`config.mk`:
```
export PLATFORM = sky130hd
export DESIGN_NAME = escape_key_decoder_with_line_edit
export DESIGN_NICKNAME = d
export VERILOG_FILES = /design/src/sv/ekd_pkg.sv /design/src/sv/escape_key_decoder_with_line_edit.sv /design/src/sv/ekd_line_ram.sv /design/src/sv/ekd_parser.sv
export VERILOG_INCLUDE_DIRS = /design/src /design/src/sv
export SDC_FILE = /design/constraint.sdc
export NUM_CORES = 1
export LEC_CHECK = 0
export ABC_CLOCK_PERIOD_IN_PS = 3200
export BUFFER_PORTS_ARGS = -buffer_cell sky130_fd_sc_hd__buf_2
export CAP_MARGIN = 20
export CELL_PAD_IN_SITES_DETAIL_PLACEMENT = 0
export CELL_PAD_IN_SITES_GLOBAL_PLACEMENT = 1
export CORE_MARGIN = 5
export CORE_UTILIZATION = 45
export CTS_CLUSTER_DIAMETER = 200
export DETAILED_ROUTE_END_ITERATION = 6
export GPL_TIMING_DRIVEN = 1
export PLACE_DENSITY = 0.77
export SLEW_MARGIN = 20
export SYNTH_ARGS = -nofsm -noshare
export SYNTH_HDL_FRONTEND = slang
export SYNTH_SLANG_ARGS = --single-unit
```
`constraint.sdc`:
```
create_clock -name clock -period 3.2 [get_ports clock]
set_input_delay 0.48 -clock clock [delete_from_list [all_inputs] [get_ports clock]]
set_output_delay 0.48 -clock clock [all_outputs]
set_load 0.01 [all_outputs]
```
`src/sv/escape_key_decoder_with_line_edit_assert.svh`:
```
// assertion macros for the key decoder
`ifndef ESCAPE_KEY_DECODER_WITH_LINE_EDIT_ASSERT_SVH
`define ESCAPE_KEY_DECODER_WITH_LINE_EDIT_ASSERT_SVH

`ifndef SYNTH
// same-cycle implication
`define EKD_ASSERT_NOW(lbl, clk, rst, ante, cons) \
   lbl: assert property (@(posedge clk) disable iff (rst) (ante) |-> (cons)) \
      else $error("ekd check failed");
// next-cycle implication
`define EKD_ASSERT_NEXT(lbl, clk, rst, ante, cons) \
   lbl: assert property (@(posedge clk) disable iff (rst) (ante) |=> (cons)) \
      else $error("ekd check failed");
`else
`define EKD_ASSERT_NOW(lbl, clk, rst, ante, cons)
`define EKD_ASSERT_NEXT(lbl, clk, rst, ante, cons)
`endif

`endif

```
`src/sv/ekd_pkg.sv`:
```
package ekd_pkg;

   // line store geometry
   localparam int LINE_MAX = 64;
   localparam int IDX_W    = $clog2(LINE_MAX);
   localparam int CNT_W    = $clog2(LINE_MAX + 1);
   localparam logic [CNT_W-1:0] LINE_MAX_CNT = CNT_W'(LINE_MAX);
   localparam logic [CNT_W-1:0] CNT_ONE      = CNT_W'(1);

   // key codes
   localparam logic [7:0] KEY_BS      = 8'd8;
   localparam logic [7:0] KEY_LF      = 8'd10;
   localparam logic [7:0] KEY_CR      = 8'd13;
   localparam logic [7:0] KEY_ESC     = 8'd27;
   localparam logic [7:0] KEY_BRACKET = 8'd91;
   localparam logic [7:0] KEY_QUIT    = 8'd96;
   localparam logic [7:0] KEY_TILDE   = 8'd126;
   localparam logic [7:0] KEY_DEL     = 8'd127;
   localparam logic [7:0] KEY_UP      = 8'd65;
   localparam logic [7:0] KEY_DOWN    = 8'd66;
   localparam logic [7:0] KEY_RIGHT   = 8'd67;
   localparam logic [7:0] KEY_LEFT    = 8'd68;
   localparam logic [7:0] KEY_ONE     = 8'd49;
   localparam logic [7:0] KEY_TWO     = 8'd50;
   localparam logic [7:0] KEY_FIVE    = 8'd53;

   // command codes
   localparam logic [3:0] ACT_NONE        = 4'd0;
   localparam logic [3:0] ACT_RIGHT       = 4'd1;
   localparam logic [3:0] ACT_LEFT        = 4'd2;
   localparam logic [3:0] ACT_UP          = 4'd3;
   localparam logic [3:0] ACT_DOWN        = 4'd4;
   localparam logic [3:0] ACT_SHIFT_LEFT  = 4'd5;
   localparam logic [3:0] ACT_ENTER       = 4'd6;
   localparam logic [3:0] ACT_SHIFT_RIGHT = 4'd7;
   localparam logic [3:0] ACT_LINE        = 4'd8;
   localparam logic [3:0] ACT_QUIT        = 4'd9;

   // write request into the line store
   typedef struct packed {
      logic             en;
      logic [IDX_W-1:0] addr;
      logic [7:0]       data;
   } wr_req_type;

   // letters, digits and space
   function automatic logic is_printable(input logic [7:0] c);
      logic res;
      res = (c >= 8'd65 && c <= 8'd90) || (c >= 8'd97 && c <= 8'd122) ||
            (c >= 8'd48 && c <= 8'd57) || (c == 8'd32);
      return res;
   endfunction

endpackage

```
`src/sv/escape_key_decoder_with_line_edit.sv`:
```
// Terminal key decoder with line edit. Each item carries one key byte (when
// req_key_present is set), a clear flag that empties the typed line first, and
// a read position; each item yields exactly one result with the command code,
// the new line length and the character at the read position (0 at or past
// the length). One item is taken every cycle while the result side keeps up;
// a result passes through the read stage, which holds the registered read of
// the 64-entry line store, and then the output register. A result waiting on
// rsp_ready holds one further item in the read stage before req_ready drops.
// The line store needs no clearing after reset.
`include "escape_key_decoder_with_line_edit_assert.svh"

module escape_key_decoder_with_line_edit (
   input  logic                          clock,
   input  logic                          reset,
   input  logic                          req_valid,
   output logic                          req_ready,
   input  logic                          req_key_present,
   input  logic [7:0]                    req_key_byte,
   input  logic                          req_clear_line,
   input  logic [5:0]                    req_read_index,
   output logic                          rsp_valid,
   input  logic                          rsp_ready,
   output logic [3:0]                    rsp_command,
   output logic [6:0]                    rsp_line_length,
   output logic [7:0]                    rsp_read_char
);

   ekd_pkg::wr_req_type       wr;
   logic                      accept;
   logic                      s1_advance;
   logic [3:0]                cmd;
   logic [ekd_pkg::CNT_W-1:0] new_len;
   logic [7:0]                rd_data;
   logic                      hit;
   logic                      fwd;

   logic                      s1_valid_ff, s1_valid_in;
   logic [3:0]                s1_cmd_ff;
   logic [ekd_pkg::CNT_W-1:0] s1_len_ff;
   logic                      s1_hit_ff;
   logic                      s1_fwd_ff;
   logic [7:0]                s1_fwd_data_ff;

   logic                      out_valid_ff, out_valid_in;
   logic [3:0]                out_cmd_ff;
   logic [ekd_pkg::CNT_W-1:0] out_len_ff;
   logic [7:0]                out_char_ff;

   // handshake
   assign s1_advance = !out_valid_ff || rsp_ready;
   assign req_ready  = !s1_valid_ff || s1_advance;
   assign accept     = req_valid && req_ready;

   ekd_parser u_parser (
      .clock       (clock),
      .reset       (reset),
      .accept      (accept),
      .key_present (req_key_present),
      .key_byte    (req_key_byte),
      .clear_line  (req_clear_line),
      .wr          (wr),
      .command     (cmd),
      .line_length (new_len)
   );

   ekd_line_ram u_ram (
      .clock   (clock),
      .wr      (wr),
      .rd_en   (accept),
      .rd_addr (req_read_index[ekd_pkg::IDX_W-1:0]),
      .rd_data (rd_data)
   );

   // read position check and write forwarding
   assign hit = {{(ekd_pkg::CNT_W-6){1'b0}}, req_read_index} < new_len;
   assign fwd = wr.en && (wr.addr == req_read_index[ekd_pkg::IDX_W-1:0]);

   // read stage
   always_comb begin
      s1_valid_in = s1_valid_ff;
      if (accept) begin
         s1_valid_in = 1'b1;
      end else if (s1_advance) begin
         s1_valid_in = 1'b0;
      end
   end

   always_ff @(posedge clock) begin
      if (reset) begin
         s1_valid_ff <= 1'b0;
      end else begin
         s1_valid_ff <= s1_valid_in;
      end
   end

   always_ff @(posedge clock) begin
      if (accept) begin
         s1_cmd_ff      <= cmd;
         s1_len_ff      <= new_len;
         s1_hit_ff      <= hit;
         s1_fwd_ff      <= fwd;
         s1_fwd_data_ff <= wr.data;
      end
   end

   // output register
   always_comb begin
      out_valid_in = out_valid_ff;
      if (s1_advance) begin
         out_valid_in = s1_valid_ff;
      end
   end

   always_ff @(posedge clock) begin
      if (reset) begin
         out_valid_ff <= 1'b0;
      end else begin
         out_valid_ff <= out_valid_in;
      end
   end

   always_ff @(posedge clock) begin
      if (s1_advance && s1_valid_ff) begin
         out_cmd_ff  <= s1_cmd_ff;
         out_len_ff  <= s1_len_ff;
         out_char_ff <= !s1_hit_ff ? 8'd0 : (s1_fwd_ff ? s1_fwd_data_ff : rd_data);
      end
   end

   assign rsp_valid       = out_valid_ff;
   assign rsp_command     = out_cmd_ff;
   assign rsp_line_length = out_len_ff;
   assign rsp_read_char   = out_char_ff;

   // checks
   `EKD_ASSERT_NOW(a_len_bound, clock, reset, rsp_valid, rsp_line_length <= ekd_pkg::LINE_MAX_CNT)
   `EKD_ASSERT_NOW(a_cmd_code, clock, reset, rsp_valid, rsp_command <= ekd_pkg::ACT_QUIT)
   `EKD_ASSERT_NOW(a_char_ascii, clock, reset, rsp_valid, rsp_read_char[7] == 1'b0)
   `EKD_ASSERT_NEXT(a_s1_hold, clock, reset, s1_valid_ff && !s1_advance, s1_valid_ff)

endmodule

```
`src/sv/ekd_line_ram.sv`:
```
module ekd_line_ram (
   input  logic                                clock,
   input  ekd_pkg::wr_req_type                 wr,
   input  logic                                rd_en,
   input  logic [ekd_pkg::IDX_W-1:0]           rd_addr,
   output logic [7:0]                          rd_data
);

   logic [7:0] mem_ff [ekd_pkg::LINE_MAX];
   logic [7:0] rd_data_ff;

   // write port
   always_ff @(posedge clock) begin
      if (wr.en) begin
         mem_ff[wr.addr] <= wr.data;
      end
   end

   // registered read, holds when not enabled
   always_ff @(posedge clock) begin
      if (rd_en) begin
         rd_data_ff <= mem_ff[rd_addr];
      end
   end

   assign rd_data = rd_data_ff;

endmodule

```
`src/sv/ekd_parser.sv`:
```
module ekd_parser (
   input  logic                          clock,
   input  logic                          reset,
   input  logic                          accept,
   input  logic                          key_present,
   input  logic [7:0]                    key_byte,
   input  logic                          clear_line,
   output ekd_pkg::wr_req_type           wr,
   output logic [3:0]                    command,
   output logic [ekd_pkg::CNT_W-1:0]     line_length
);

   localparam logic [1:0] ST_IDLE  = 2'd0;
   localparam logic [1:0] ST_ESC   = 2'd1;
   localparam logic [1:0] ST_CSI   = 2'd2;
   localparam logic [1:0] ST_TILDE = 2'd3;

   logic [1:0]                state_ff, state_in;
   logic [ekd_pkg::CNT_W-1:0] count_ff, count_in;
   logic [ekd_pkg::CNT_W-1:0] base;
   logic [ekd_pkg::CNT_W-1:0] plain_count;
   logic [3:0]                plain_cmd;
   logic                      plain_wr;
   logic                      use_plain;
   logic [3:0]                cmd;

   // line edit for a byte outside a sequence
   always_comb begin
      base        = clear_line ? '0 : count_ff;
      plain_cmd   = ekd_pkg::ACT_NONE;
      plain_count = base;
      plain_wr    = 1'b0;
      if (key_byte == ekd_pkg::KEY_BS || key_byte == ekd_pkg::KEY_DEL) begin
         if (base != '0) begin
            plain_count = base - ekd_pkg::CNT_ONE;
         end
      end else if (ekd_pkg::is_printable(key_byte)) begin
         if (base < ekd_pkg::LINE_MAX_CNT) begin
            plain_wr    = 1'b1;
            plain_count = base + ekd_pkg::CNT_ONE;
         end
      end else if (key_byte == ekd_pkg::KEY_LF || key_byte == ekd_pkg::KEY_CR) begin
         plain_cmd = ekd_pkg::ACT_LINE;
      end
   end

   // escape sequence parser
   always_comb begin
      state_in  = state_ff;
      cmd       = ekd_pkg::ACT_NONE;
      use_plain = 1'b0;
      if (key_present) begin
         if (key_byte == ekd_pkg::KEY_QUIT) begin
            cmd = ekd_pkg::ACT_QUIT;
         end else begin
            unique case (state_ff)
               ST_IDLE: begin
                  if (key_byte == ekd_pkg::KEY_ESC) begin
                     state_in = ST_ESC;
                  end else begin
                     use_plain = 1'b1;
                  end
               end
               ST_ESC: begin
                  if (key_byte == ekd_pkg::KEY_BRACKET) begin
                     state_in = ST_CSI;
                  end else begin
                     state_in  = ST_IDLE;
                     use_plain = 1'b1;
                  end
               end
               ST_CSI: begin
                  state_in = ST_IDLE;
                  if (key_byte == ekd_pkg::KEY_UP) begin
                     cmd = ekd_pkg::ACT_UP;
                  end else if (key_byte == ekd_pkg::KEY_DOWN) begin
                     cmd = ekd_pkg::ACT_DOWN;
                  end else if (key_byte == ekd_pkg::KEY_RIGHT) begin
                     cmd = ekd_pkg::ACT_RIGHT;
                  end else if (key_byte == ekd_pkg::KEY_LEFT) begin
                     cmd = ekd_pkg::ACT_LEFT;
                  end else if (key_byte == ekd_pkg::KEY_ONE) begin
                     cmd      = ekd_pkg::ACT_ENTER;
                     state_in = ST_TILDE;
                  end else if (key_byte == ekd_pkg::KEY_TWO) begin
                     cmd      = ekd_pkg::ACT_SHIFT_LEFT;
                     state_in = ST_TILDE;
                  end else if (key_byte == ekd_pkg::KEY_FIVE) begin
                     cmd      = ekd_pkg::ACT_SHIFT_RIGHT;
                     state_in = ST_TILDE;
                  end else begin
                     use_plain = 1'b1;
                  end
               end
               ST_TILDE: begin
                  state_in = ST_IDLE;
                  if (key_byte != ekd_pkg::KEY_TILDE) begin
                     use_plain = 1'b1;
                  end
               end
               default: begin
                  state_in = ST_IDLE;
               end
            endcase
         end
      end
      if (use_plain) begin
         cmd = plain_cmd;
      end
      count_in = use_plain ? plain_count : base;
   end

   // store write goes to the old tail
   always_comb begin
      wr.en   = accept && use_plain && plain_wr;
      wr.addr = base[ekd_pkg::IDX_W-1:0];
      wr.data = key_byte;
   end

   assign command     = cmd;
   assign line_length = count_in;

   // parser state and line count
   always_ff @(posedge clock) begin
      if (reset) begin
         state_ff <= ST_IDLE;
         count_ff <= '0;
      end else if (accept) begin
         state_ff <= state_in;
         count_ff <= count_in;
      end
   end

endmodule
```
==> summary.md <==
| Metric | Value |
|---|---|
| Outcome | `finished, final reports clean` |
| Final Setup Violations | `0` |
| R2r setup slk | `180 ps` |
| Grt ovf | `0` |
| Initial antenna violation count | `4` |
| Tot GR Track Use | `0.189` |
| H-tree levels | `2` |
| Achievable Freq | `331 MHz` |
| Startpoint Class | `flop` |
| Crit Path Category | `reg -> reg` |
| Reg-to-reg critical path startpoint | `u_parser.state_ff[1]$_SDFFE_PP0P_` |
| Crit path depth | `10` |
| R2r worst-path depth | `10` |
| Vias per cell | `5.76` |
| Routed length per placed instance | `25.8 um` |
| Yosys Warn Count | `0` |
| Number of clock sinks | `571` |
| Main synth FF type | `edfxtp_1` |
| Leak | `8.86 nW` |
| End of the critical path | `s1_hit_ff$_DFFE_PP_` |
| Netlist cell types | `72` |
| Count leader, synth | `edfxtp_1` |
| Site row count | `82` |
| Hold buffer count at CTS | `0` |
| Worst Setup End Kind | `flop` |
| Fin crit share | `0.943` |
| First drt pass iteration count | `5` |
| Clock Path Buffers | `3` |
| Critical Path Max Stage Delay | `570 ps` |
| Register area share after synthesis | `0.743` |
| DRC | `0` |
| Fin. Hold Viols | `0` |
| CTS Root Cell | `clkbuf_16` |
| Synthesized net count | `1132` |
| Clock Latency Late Sink | `590 ps` |
| Worst Tran Pin Value | `752 ps` |
| Switching share of power | `0.206` |
| P per Cell Area | `573 mW/mm^2` |
| Top fanout value on the critical path | `7` |
| Num CTS Buffers | `55` |
| FFs w/ async S/R, synth | `0` |
| Required time worst endpoint | `3540 ps` |
| Detail Placement HPWL | `34.7 mm` |
| Ranking of synthesized cells by area | `edfxtp_1, mux4_2, nor2_1` |
| Nets@finish | `1348` |
| Max-cap viol count | `0` |
| Post-Layout Cell Count | `2039` |
| Yosys reg bits | `571` |
| DR iter-0 viols | `1600` |
| I/O Pins | `41` |
| WL final | `52.6 mm` |
| Total placed cells including tap cells | `1935` |
| CTS tree | `done` |
| Vias in the first global route | `12000` |
| Die W | `236 um` |
| Combinational share of power | `0.060` |
| Unrepaired setup endpoints after global routing | `no` |
| Crit path max-delay cell type | `or4b_1` |
| Crit path max-delay family | `compound AO/OA/AOI/OAI gates` |
| Layout cells sized above 1 | `0.356` |
| Synthesized cell area | `0.0229 sq mm` |
| First-pass GRT wire length | `78.9 mm` |
| Critical Path AT | `3360 ps` |
| CTS clk-pin slew, worst paths | `60 ps` |
| Via count | `11800` |
| Syn-to-layout area delta | `18.0%` |
| Int Power | `12.3 mW` |
| Psw | `3.20 mW` |
| Synth Area per Inst | `20.8 sq um` |
| Worst flop-to-flop path endpoint | `s1_hit_ff$_DFFE_PP_` |
| Crit path launch | `u_parser.state_ff[1]$_SDFFE_PP0P_` |
| Tot Pwr | `15.5 mW` |
| Synth top cells by count | `edfxtp_1, mux4_2, nor2_1, clkbuf_1, inv_1` |
| Largest net degree at the start of global routing | `66` |
| Worst VDD drop | `0.452 mV` |
| Core area | `0.0503 sq mm` |
| Sequential power share | `0.535` |
| Number of synthesized flops with an enable pin | `560` |
| Max-slew headroom | `0.492` |
| Die Height | `236 um` |
| Antenna viol nets, final | `0` |
| CP bufs+invs | `1` |
| Slew Viols, Final | `0` |
| Fin crit period | `3020 ps` |
| Synth area leader | `edfxtp_1` |
| Die area | `0.0555 sq mm` |
| Cells after synthesis | `1104` |
| Crit path cell chain | `or4b_1, nor3_2, a211oi_1, a22o_2, buf_4, mux2i_1, ha_1, nand3_1, o21a_1, a311o_1` |
| Effective utilization at floorplan | `0.456` |
| Post-synth top area share | `0.734` |
| GPL Wtd Cong | `0.881` |
| Port bufs | `40` |
| HP Class | `in -> reg` |
| Clk_skew | `19.5 ps` |
| Clock share of power | `0.405` |
==> power by group through the flow <==
stage	clock network, mW	logic [mW]	registers (mW)
finish	6.28	0.923	8.29
global route	6.76	0.985	8.29
CTS	6.41	0.928	8.29
detailed placement	0	0.924	8.45
global placement	0	0.909	8.45
floorplan	0	0.492	8.45
==> repair_timing <==
item                                    in CTS  in global routing
gates resized for setup                      0                  3
endpoints found under the setup margin       0                  1
buffers inserted                             0                  0
==> sequential cells by signal, summed over array words and instances, names as in the netlist <==
register,count
s1_fwd_ff,1
u_ram.mem_ff,512
u_ram.rd_data,8
u_parser.state_ff,2
s1_len_ff,7
rsp_valid,1
rsp_line_length,7
rsp_read_char,8
u_parser.count_ff,7
rsp_command,4
s1_fwd_data_ff,8
s1_cmd_ff,4
s1_hit_ff,1
s1_valid_ff,1
==> how the worst min path moves through the flow <==
stage	startpoint	endpoint	slack [ps]	cells past startpoint
after detailed placement	s1_len_ff[2]$_DFFE_PP_	rsp_line_length[2]$_DFFE_PP_	410	0
after floorplan	s1_cmd_ff[0]$_SDFFCE_PP0P_	rsp_command[0]$_DFFE_PP_	400	0
final	req_valid	s1_valid_ff$_SDFFE_PP0P_	120	3
after CTS	req_valid	s1_valid_ff$_SDFFE_PP0P_	90	3
after global placement	s1_len_ff[4]$_DFFE_PP_	rsp_line_length[4]$_DFFE_PP_	410	0
after global routing	req_valid	s1_valid_ff$_SDFFE_PP0P_	130	3
==> tightest hold or removal path, cell delays in order <==
cell	delay [ps]
buf_2	100
inv_1	40
a21oi_1	50
==> layout make-up <==
class	instances	area [sq um]
diodes	4	10.0
clock buffers	69	1470
clock inverters	31	272
fillers	3864	23200
inverters	20	75.1
multi-input cells	449	5540
flip-flops and latches	571	17000
well taps	672	841
repair buffers	223	1800
==> per-stage QoR <==
stage | util | TNS [ps] | hold slack (ps) | cell area, sq um | setup slack, ps
2_1_floorplan | - | 0 | 400 | 22900 | 8.32
3_3_place_gp | 0.503 | -30770 | 409 | 25300 | -256
3_5_place_dp | 0.503 | -63510 | 407 | 25300 | -298
4_1_cts | 0.538 | 0 | 94.3 | 27000 | 69.5
5_1_grt | 0.538 | 0 | 133 | 27000 | 17.0
6_report | 0.538 | 0 | 124 | 27000 | 182
==> cell usage in the layout, fill, tap and decap left out, drive strengths merged, types with 10 or more instances in the layout <==
master / n
nor2: 96
edfxtp: 560
mux4: 168
nand2: 13
clkinv: 26
nor3: 11
inv: 20
dfxtp: 11
buf: 222
mux2i: 10
nand3: 10
clkbuf: 70
nor2b: 13
==> kinds of logic (layout without fill, tap and decap cells) <==
group           Yosys count  in the layout  synth area share
flops                   571            571             0.743
xor+xnor                  8              8           0.00306
other cells               0              4                 0
mux                     178            178             0.169
compound gates           69             69            0.0229
buf+inv                  84            343            0.0152
simple gates            186            186            0.0416
fa+ha+maj                 8              8           0.00437
==> routing by layer <==
metal	vias to the layer above	wire length, um	global-route usage
met2	522	24400	0.286
met1	6132	22700	0.289
li1	5031	-	-
met4	0	1040	0.0468
met3	68	4470	0.0370
met5	-	0	0
Note: power is estimated with default switching activity, not from simulation.
